===== src/hdl/fplf_pkg.sv =====
// Package: shared widths, register indexes and fixed-point helpers for the ladder filter.
package fplf_pkg;

  localparam int unsigned DataW = 32;
  localparam int unsigned RegIdxW = 2;

  localparam logic [RegIdxW-1:0] RegResonance = 2'd0;
  localparam logic [RegIdxW-1:0] RegCutoff    = 2'd1;
  localparam logic [RegIdxW-1:0] RegPoleFb    = 2'd2;

  localparam logic signed [DataW-1:0] ResonanceRst = 32'sd414188;
  localparam logic signed [DataW-1:0] CutoffRst    = 32'sd277873;
  localparam logic signed [DataW-1:0] PoleFbRst    = 32'sd81461;

  localparam logic signed [DataW-1:0] SatMax = 32'sh7fffffff;
  localparam logic signed [DataW-1:0] SatMin = 32'sh80000000;

  // Saturate a 33-bit sum or difference to 32 bits.
  function automatic logic signed [DataW-1:0] sat33(input logic signed [DataW:0] v);
    logic signed [DataW-1:0] r;
    r = v[DataW-1:0];
    if (v[DataW] != v[DataW-1]) begin
      r = v[DataW] ? SatMin : SatMax;
    end
    return r;
  endfunction

endpackage


===== src/hdl/four_pole_ladder_filter_unit.sv =====
// Top level: four-pole resonant ladder filter with a shared digit-serial multiplier.
//
// Usage:
//   Samples enter on sample_in_i with sample_in_valid_i / sample_in_ready_o and
//   leave on sample_out_o with sample_out_valid_o / sample_out_ready_i. One
//   result follows every sample. Coefficients are written through cfg_we_i,
//   cfg_idx_i and cfg_data_i; write them only while the block is idle, which the
//   block itself does not enforce. Unknown indexes are ignored. Each sample runs
//   sixteen fixed-point products on one multiplier that walks the multiplicand
//   four bits a cycle; each product loads its operands and then works through
//   eight digits. One sample is processed at a time. The result waits in an
//   output register, so the next sample is taken while it waits; a stalled
//   receiver holds that register, and the block holds its next result until the
//   register drains. Reset restores the coefficient defaults and clears all
//   filter state. The division by six of the cube uses a reciprocal multiply on
//   the same multiplier, with the high word of the raw product adjusted for
//   negatives.
module four_pole_ladder_filter_unit #(
  parameter int unsigned FRAC_BITS = 16,
  parameter int unsigned DIGIT_W   = 4
) (
  input  logic                                  clk_i,
  input  logic                                  rst_ni,
  input  logic                                  cfg_we_i,
  input  logic [fplf_pkg::RegIdxW-1:0]          cfg_idx_i,
  input  logic [fplf_pkg::DataW-1:0]            cfg_data_i,
  input  logic signed [fplf_pkg::DataW-1:0]     sample_in_i,
  input  logic                                  sample_in_valid_i,
  output logic                                  sample_in_ready_o,
  output logic signed [fplf_pkg::DataW-1:0]     sample_out_o,
  output logic                                  sample_out_valid_o,
  input  logic                                  sample_out_ready_i
);

  localparam int unsigned W      = fplf_pkg::DataW;
  localparam int unsigned PW     = 2 * W;
  localparam int unsigned NDig   = W / DIGIT_W;
  localparam int unsigned CntW   = $clog2(NDig + 1);

  // sequencer step codes
  localparam logic [3:0] StIdle  = 4'd0;
  localparam logic [3:0] StDrvM  = 4'd1;
  localparam logic [3:0] StDrvS  = 4'd2;
  localparam logic [3:0] StPoleA = 4'd3;
  localparam logic [3:0] StPoleB = 4'd4;
  localparam logic [3:0] StPoleC = 4'd5;
  localparam logic [3:0] StPoleS = 4'd6;
  localparam logic [3:0] StSq    = 4'd7;
  localparam logic [3:0] StCube  = 4'd8;
  localparam logic [3:0] StDiv   = 4'd9;
  localparam logic [3:0] StFix   = 4'd10;
  localparam logic [3:0] StOut   = 4'd11;

  logic signed [W-1:0] res_q, cut_q, pfb_q;
  logic signed [W-1:0] st_q [4];
  logic signed [W-1:0] pv_q [4];   // prev_drive, prev_stage_one..three
  logic signed [W-1:0] x_q, drive_q, sum_q, cube_q, quo_q;
  logic [1:0]          pole_q;
  logic [3:0]          state_q, state_d;
  logic signed [W-1:0] out_q;
  logic                out_vld_q;
  logic                out_free;

  // multiplier: multiplicand shifts out DIGIT_W bits a cycle, LSB first
  logic [W-1:0]         mcand_q;
  logic signed [W-1:0]  mplier_q;
  logic signed [PW-1:0] acc_q;
  logic [CntW-1:0]      cnt_q;
  logic                 mbusy_q, mdone_q;
  logic                 mstart;
  logic signed [W-1:0]  ma, mb;

  logic signed [W+DIGIT_W:0] pp;
  logic [DIGIT_W-1:0]        dig;
  logic                      last_dig;

  assign dig      = mcand_q[DIGIT_W-1:0];
  assign last_dig = (cnt_q == CntW'(NDig - 1));
  // top digit carries the sign weight
  assign pp = last_dig
    ? (W+DIGIT_W+1)'($signed(dig)) * (W+DIGIT_W+1)'(mplier_q)
    : (W+DIGIT_W+1)'($signed({1'b0, dig})) * (W+DIGIT_W+1)'(mplier_q);

  // rounding and saturation of the full product
  logic signed [PW:0]  rnd;
  logic signed [PW:0]  shr;
  logic signed [W-1:0] rsat;
  always_comb begin
    rnd  = {acc_q[PW-1], acc_q} + (PW+1)'(64'sd1 <<< (FRAC_BITS - 1));
    shr  = rnd >>> FRAC_BITS;
    rsat = shr[W-1:0];
    if (shr > (PW+1)'(fplf_pkg::SatMax)) rsat = fplf_pkg::SatMax;
    else if (shr < (PW+1)'(fplf_pkg::SatMin)) rsat = fplf_pkg::SatMin;
  end

  always_ff @(posedge clk_i or negedge rst_ni) begin
    if (!rst_ni) begin
      mbusy_q <= 1'b0;
      mdone_q <= 1'b0;
      cnt_q   <= '0;
    end else begin
      mdone_q <= 1'b0;
      if (mstart) begin
        mbusy_q <= 1'b1;
        cnt_q   <= '0;
      end else if (mbusy_q) begin
        cnt_q <= cnt_q + CntW'(1);
        if (last_dig) begin
          mbusy_q <= 1'b0;
          mdone_q <= 1'b1;
        end
      end
    end
  end

  always_ff @(posedge clk_i) begin
    if (mstart) begin
      mcand_q  <= ma;
      mplier_q <= mb;
      acc_q    <= '0;
    end else if (mbusy_q) begin
      mcand_q <= mcand_q >> DIGIT_W;
      acc_q   <= acc_q + (PW'(pp) <<< (DIGIT_W * cnt_q));
    end
  end

  // reciprocal for /6: q = (c * 0x2AAAAAAB) >> 32, plus one when c is negative
  localparam logic signed [W-1:0] Recip6 = 32'sh2AAAAAAB;

  logic signed [W-1:0] stage_in, stage_prev;

  always_comb begin
    stage_in   = (pole_q == 2'd0) ? drive_q : st_q[pole_q - 2'd1];
    stage_prev = pv_q[pole_q];
  end

  // operand select for each step
  always_comb begin
    ma = x_q; mb = x_q;
    unique case (state_q)
      StDrvM:  begin ma = res_q;    mb = st_q[3]; end
      StPoleA: begin ma = stage_in; mb = cut_q;   end
      StPoleB: begin ma = stage_prev; mb = cut_q; end
      StPoleC: begin ma = pfb_q;    mb = st_q[pole_q]; end
      StSq:    begin ma = st_q[3];  mb = st_q[3]; end
      StCube:  begin ma = rsat;     mb = st_q[3]; end
      StDiv:   begin ma = rsat;     mb = Recip6;  end
      default: begin ma = x_q;      mb = x_q; end
    endcase
  end

  // divide-by-six uses the raw product high word, not the rounded one
  logic                step_go;
  logic signed [W-1:0] q_est;
  assign q_est = acc_q[PW-1:W] + W'(cube_q[W-1]);

  assign sample_in_ready_o = (state_q == StIdle);
  assign out_free          = !out_vld_q || sample_out_ready_i;
  assign step_go           = mdone_q;

  always_comb begin
    state_d = state_q;
    mstart  = 1'b0;
    unique case (state_q)
      StIdle:  if (sample_in_valid_i && sample_in_ready_o) state_d = StDrvM;
      StDrvM:  begin mstart = 1'b1; state_d = StDrvS; end
      StDrvS:  if (step_go) state_d = StPoleA;
      StPoleA: begin mstart = 1'b1; state_d = StPoleB; end
      StPoleB: if (step_go) begin mstart = 1'b1; state_d = StPoleC; end
      StPoleC: if (step_go) begin mstart = 1'b1; state_d = StPoleS; end
      StPoleS: if (step_go) state_d = (pole_q == 2'd3) ? StSq : StPoleA;
      StSq:    begin mstart = 1'b1; state_d = StCube; end
      StCube:  if (step_go) begin mstart = 1'b1; state_d = StDiv; end
      StDiv:   if (step_go) begin mstart = 1'b1; state_d = StFix; end
      StFix:   if (step_go) state_d = StOut;
      StOut:   if (out_free) state_d = StIdle;
      default: state_d = StIdle;
    endcase
  end

  always_ff @(posedge clk_i or negedge rst_ni) begin
    if (!rst_ni) begin
      state_q    <= StIdle;
      res_q      <= fplf_pkg::ResonanceRst;
      cut_q      <= fplf_pkg::CutoffRst;
      pfb_q      <= fplf_pkg::PoleFbRst;
      st_q       <= '{default: '0};
      pv_q       <= '{default: '0};
      pole_q     <= 2'd0;
      out_vld_q  <= 1'b0;
    end else begin
      state_q <= state_d;
      if (cfg_we_i) begin
        unique case (cfg_idx_i)
          fplf_pkg::RegResonance: res_q <= cfg_data_i;
          fplf_pkg::RegCutoff:    cut_q <= cfg_data_i;
          fplf_pkg::RegPoleFb:    pfb_q <= cfg_data_i;
          default: ;
        endcase
      end
      // load a new result, or drop the old one once it has been transferred
      if (state_q == StOut && out_free) out_vld_q <= 1'b1;
      else if (sample_out_ready_i) out_vld_q <= 1'b0;
      if (state_q == StPoleS && step_go) begin
        st_q[pole_q] <= fplf_pkg::sat33((W+1)'(sum_q) - (W+1)'(rsat));
        pv_q[pole_q] <= stage_in;
        pole_q       <= pole_q + 2'd1;
      end
    end
  end

  always_ff @(posedge clk_i) begin
    if (state_q == StIdle && sample_in_valid_i && sample_in_ready_o) x_q <= sample_in_i;
    if (state_q == StDrvS && step_go)
      drive_q <= fplf_pkg::sat33((W+1)'(x_q) - (W+1)'(rsat));
    if (state_q == StPoleB && step_go) sum_q <= rsat;
    if (state_q == StPoleC && step_go)
      sum_q <= fplf_pkg::sat33((W+1)'(sum_q) + (W+1)'(rsat));
    if (state_q == StDiv && step_go) cube_q <= rsat;
    // truncate towards zero: floor of the high word, plus one for a negative cube
    if (state_q == StFix && step_go) quo_q <= q_est;
    if (state_q == StOut && out_free)
      out_q <= fplf_pkg::sat33((W+1)'(st_q[3]) - (W+1)'(quo_q));
  end

  assign sample_out_o       = out_q;
  assign sample_out_valid_o = out_vld_q;

endmodule

===== config.mk =====
export PLATFORM = sky130hd
export DESIGN_NAME = four_pole_ladder_filter_unit
export DESIGN_NICKNAME = d
export VERILOG_FILES = /design/src/hdl/fplf_pkg.sv /design/src/hdl/four_pole_ladder_filter_unit.sv
export SDC_FILE = /design/constraint.sdc
export NUM_CORES = 2
export LEC_CHECK = 0
export ABC_AREA = 0
export BUFFER_PORTS_ARGS = -buffer_cell sky130_fd_sc_hd__buf_2
export CAP_MARGIN = 30
export CORE_ASPECT_RATIO = 1.4
export CORE_MARGIN = 3
export CORE_UTILIZATION = 38
export DETAILED_ROUTE_END_ITERATION = 10
export PLACE_DENSITY = 0.62
export SYNTH_ARGS = -nofsm -noshare
export SYNTH_HDL_FRONTEND = slang
export SYNTH_SLANG_ARGS = --single-unit

===== constraint.sdc =====
create_clock -name clk_i -period 13.9 [get_ports clk_i]
set_input_delay 2.085 -clock clk_i [delete_from_list [all_inputs] [get_ports clk_i]]
set_output_delay 2.085 -clock clk_i [all_outputs]
set_load 0.03 [all_outputs]

==> impl_metrics.tcl <==
set metrics [dict create \
    grt_pass1_vias 42700 \
    post-route-period-util 0.672 \
    syn_inst 5491 \
    final_common_cell "nand2_1" \
    final.setup_skew_ns 0.0451 \
    dr.first_iter.drc_count 3925 \
    drc_errors 0 \
    fin_nets 5968 \
    vias 42900 \
    synth_edf_count 225 \
    wl_per_cell_microns 25.9 \
    fin_crit_ns 9.34 \
    setup.worst_path.start "mcand_q[2]" \
    root_buffer "clkbuf_16" \
    cts_buffers 71 \
    clock-sinks 654 \
    rsz0062_at_grt "false" \
    syn-num-nets 6033 \
    final_hold_viol_count 0 \
    worstSetupPathType "flop to flop" \
    ys_seq_elements 654 \
    initial_core_util 0.385 \
    layout-drive-gt1-share 0.125 \
    slew_violations 0 \
    use_met1 0.325 \
    ys.warnings.count 0 \
    report.final.setup_viol 0 \
    fmax_mhz 107 \
    relSlewSlack 0.122 \
    outcome "finished clean" \
    min_from "pv_q[113]" \
    ys.flop_type "dfrtp_1" \
    ys_seq_area_frac 0.335 \
    cpPeakStageDelay_ns 0.94 \
    synthArstFlopShare 0.558 \
    wl_microns 187000 \
    clk_latency_ns 0.69 \
    cap_violations 0 \
    antenna_found_initial 12 \
    cts_max_level 3 \
    netlist_area_sq_mm 0.0513 \
    n_fill_cell 13200 \
    cts_setup_buffers 0 \
    synth.distinct_cells 110 \
    grt_pass1_wl_microns 277000 \
    crit_top_cell "fa_1" \
    cts_tree "built" \
    rows 158 \
    grt_use_total 0.266 \
    critical_path_peak_fanout 32 \
    grt_max_degree 87 \
    post_cts_resized 0 \
    tns_ns 0 \
    port_buffers 104 \
    area_growth_pct 9.09 \
    critPathArrivalTime_ns 9.94 \
    timing.rr.start "mcand_q[2]" \
    required_ns 14.50 \
    routabilityCongestion 1.02 \
    die_w_microns 317 \
    use_met3 0.0346 \
    die_h_microns 441 \
    cpMaxStageDelayCell "edfxtp_1" \
    busiest_layer "met2" \
    crit_path_start_kind "flop" \
    hold_path_class "flop to flop" \
    fp.coreArea_sq_mm 0.133 \
    vias_per_cell 5.92 \
    clk_transition_reported_paths_ns 0.07 \
    layout_common_cells "525 x nand2_1, 493 x nor2_1, 395 x a21oi_1" \
    design_area_sq_mm 0.0560 \
    ios 105 \
    use_met2 0.428 \
    ant_nets 0 \
    critPathCaptureType "flop" \
    dr.pass1.iters 6 \
    dp_hpwl_microns 144000 \
    tightestPinTransition_ns 1.32 \
    syn_avg_cell_area_sq_um 9.35 \
    hold_buffers 0 \
    fp.dieArea_sq_mm 0.140 \
    placed_cell_area_sq_mm 0.0535 \
    grt_overflow_total 0 \
    cts_buffer_depth 3 \
]
==> layout make-up <==
class                      instances  area, sq um  area share
timing repair buffer             180         1200      0.0215
clock inverter                    35          384     0.00686
sequential                       654        17200       0.307
tap                             1760         2200      0.0393
clock buffer                      95         2000      0.0357
inverter                         351         1320      0.0236
multi-input combinational       4168        31700       0.566
antenna                            2         5.00   0.0000894
==> worst max-delay path, delay by kind of cell (launching register included) <==
family                     cells  cell delay, ns
AOI/OAI and AO/OA             10            2.82
xor gates and xnor gates       1            0.17
adders and majority gates      6            2.55
buffers and inverters          2            0.13
DFF                            1            0.94
muxes                          3            0.84
and+or+nand+nor                9            1.76
==> cells in the mapped netlist, types with 20 or more instances <==
cell | number | area share
nor3_1 | 62 | 0.0060
nor2_1 | 497 | 0.036
xor2_1 | 94 | 0.016
and2_1 | 123 | 0.015
o21bai_1 | 33 | 0.0048
mux2i_1 | 98 | 0.019
ha_1 | 336 | 0.082
mux4_2 | 110 | 0.048
a31oi_1 | 20 | 0.0024
o2111ai_1 | 36 | 0.0061
clkbuf_1 | 250 | 0.018
o22a_1 | 53 | 0.0090
or3_1 | 25 | 0.0030
dfstp_2 | 30 | 0.015
o21a_1 | 43 | 0.0063
inv_1 | 350 | 0.026
a22oi_1 | 31 | 0.0045
nand4_1 | 62 | 0.0076
dfrtp_1 | 335 | 0.16
buf_2 | 35 | 0.0034
nand2b_1 | 39 | 0.0048
maj3_1 | 25 | 0.0049
buf_1 | 26 | 0.0019
nor2b_1 | 29 | 0.0035
nand2_1 | 531 | 0.039
dfxtp_1 | 64 | 0.025
o211ai_1 | 31 | 0.0045
a222oi_1 | 43 | 0.0084
xnor2_1 | 192 | 0.033
a21oi_1 | 395 | 0.039
nand3_1 | 89 | 0.0087
o31ai_1 | 27 | 0.0039
a211oi_1 | 38 | 0.0056
o21ai_0 | 355 | 0.035
mux2_2 | 148 | 0.032
and3_1 | 48 | 0.0058
edfxtp_1 | 225 | 0.13
or2_2 | 26 | 0.0032
a21o_1 | 112 | 0.016
fa_1 | 135 | 0.053
==> sequential cells by signal, indices dropped and copies added (netlist names) <==
register	cells
mbusy_q	1
cut_q	32
pfb_q	32
sample_out_valid_o	1
res_q	32
state_q	4
sum_q	32
x_q	32
acc_q	64
pv_q	128
cube_q	1
cnt_q	4
quo_q	32
sample_out_o	32
st_q	128
drive_q	32
pole_q	2
mplier_q	32
mcand_q	32
mdone_q	1
==> worst paths after layout <==
check / depth (start not counted) / to / slack, ns
setup / recovery: 31 / acc_q[63] / 4.56
hold / removal: 2 / pv_q[113] / 0.48
setup reg to reg: 31 / acc_q[63] / 4.56
hold reg to reg: 2 / pv_q[113] / 0.48
max in group asynchronous: 2 / pole_q[1] / 11.05
min in group asynchronous: 1 / pv_q[15] / 1.35
==> cell families (layout without fill, tap and decap cells) <==
| family | count (synthesis) | in the layout | share of synthesized area |
|---|---|---|---|
| AO/OA/AOI/OAI | 1396 | 1396 | 0.177 |
| adder cells (fa/ha/maj) | 504 | 504 | 0.141 |
| other | 0 | 2 | 0 |
| XOR/XNOR | 286 | 286 | 0.0488 |
| flip-flops | 654 | 654 | 0.335 |
| AND/OR/NAND/NOR | 1626 | 1626 | 0.148 |
| buffers and inverters | 669 | 661 | 0.0503 |
| multiplexers | 356 | 356 | 0.0998 |
==> stage by stage <==
step / std cells / utilization / hold WS [ns] / setup slack (ns)
global route: 7244 / 0.420 / 0.494 / 3.75
CTS: 7239 / 0.420 / 0.479 / 4.55
floorplan: 5491 / - / 0.440 / 6.05
finish: 7245 / 0.420 / 0.475 / 4.56
global placement: 7105 / 0.401 / 0.454 / 4.61
detailed placement: 7109 / 0.402 / 0.462 / 4.63
==> per-layer routing <==
metal,routed length [microns],share of wire,vias up
met5,29,0.00015,-
met1,72800,0.39,21200
met3,11100,0.059,491
met4,16900,0.090,4
met2,86600,0.46,1649
li1,-,-,19500
Power is left out: the tool's default activity adds up to more than one toggle a clock period on the data nets, which glitch-free logic cannot reach.
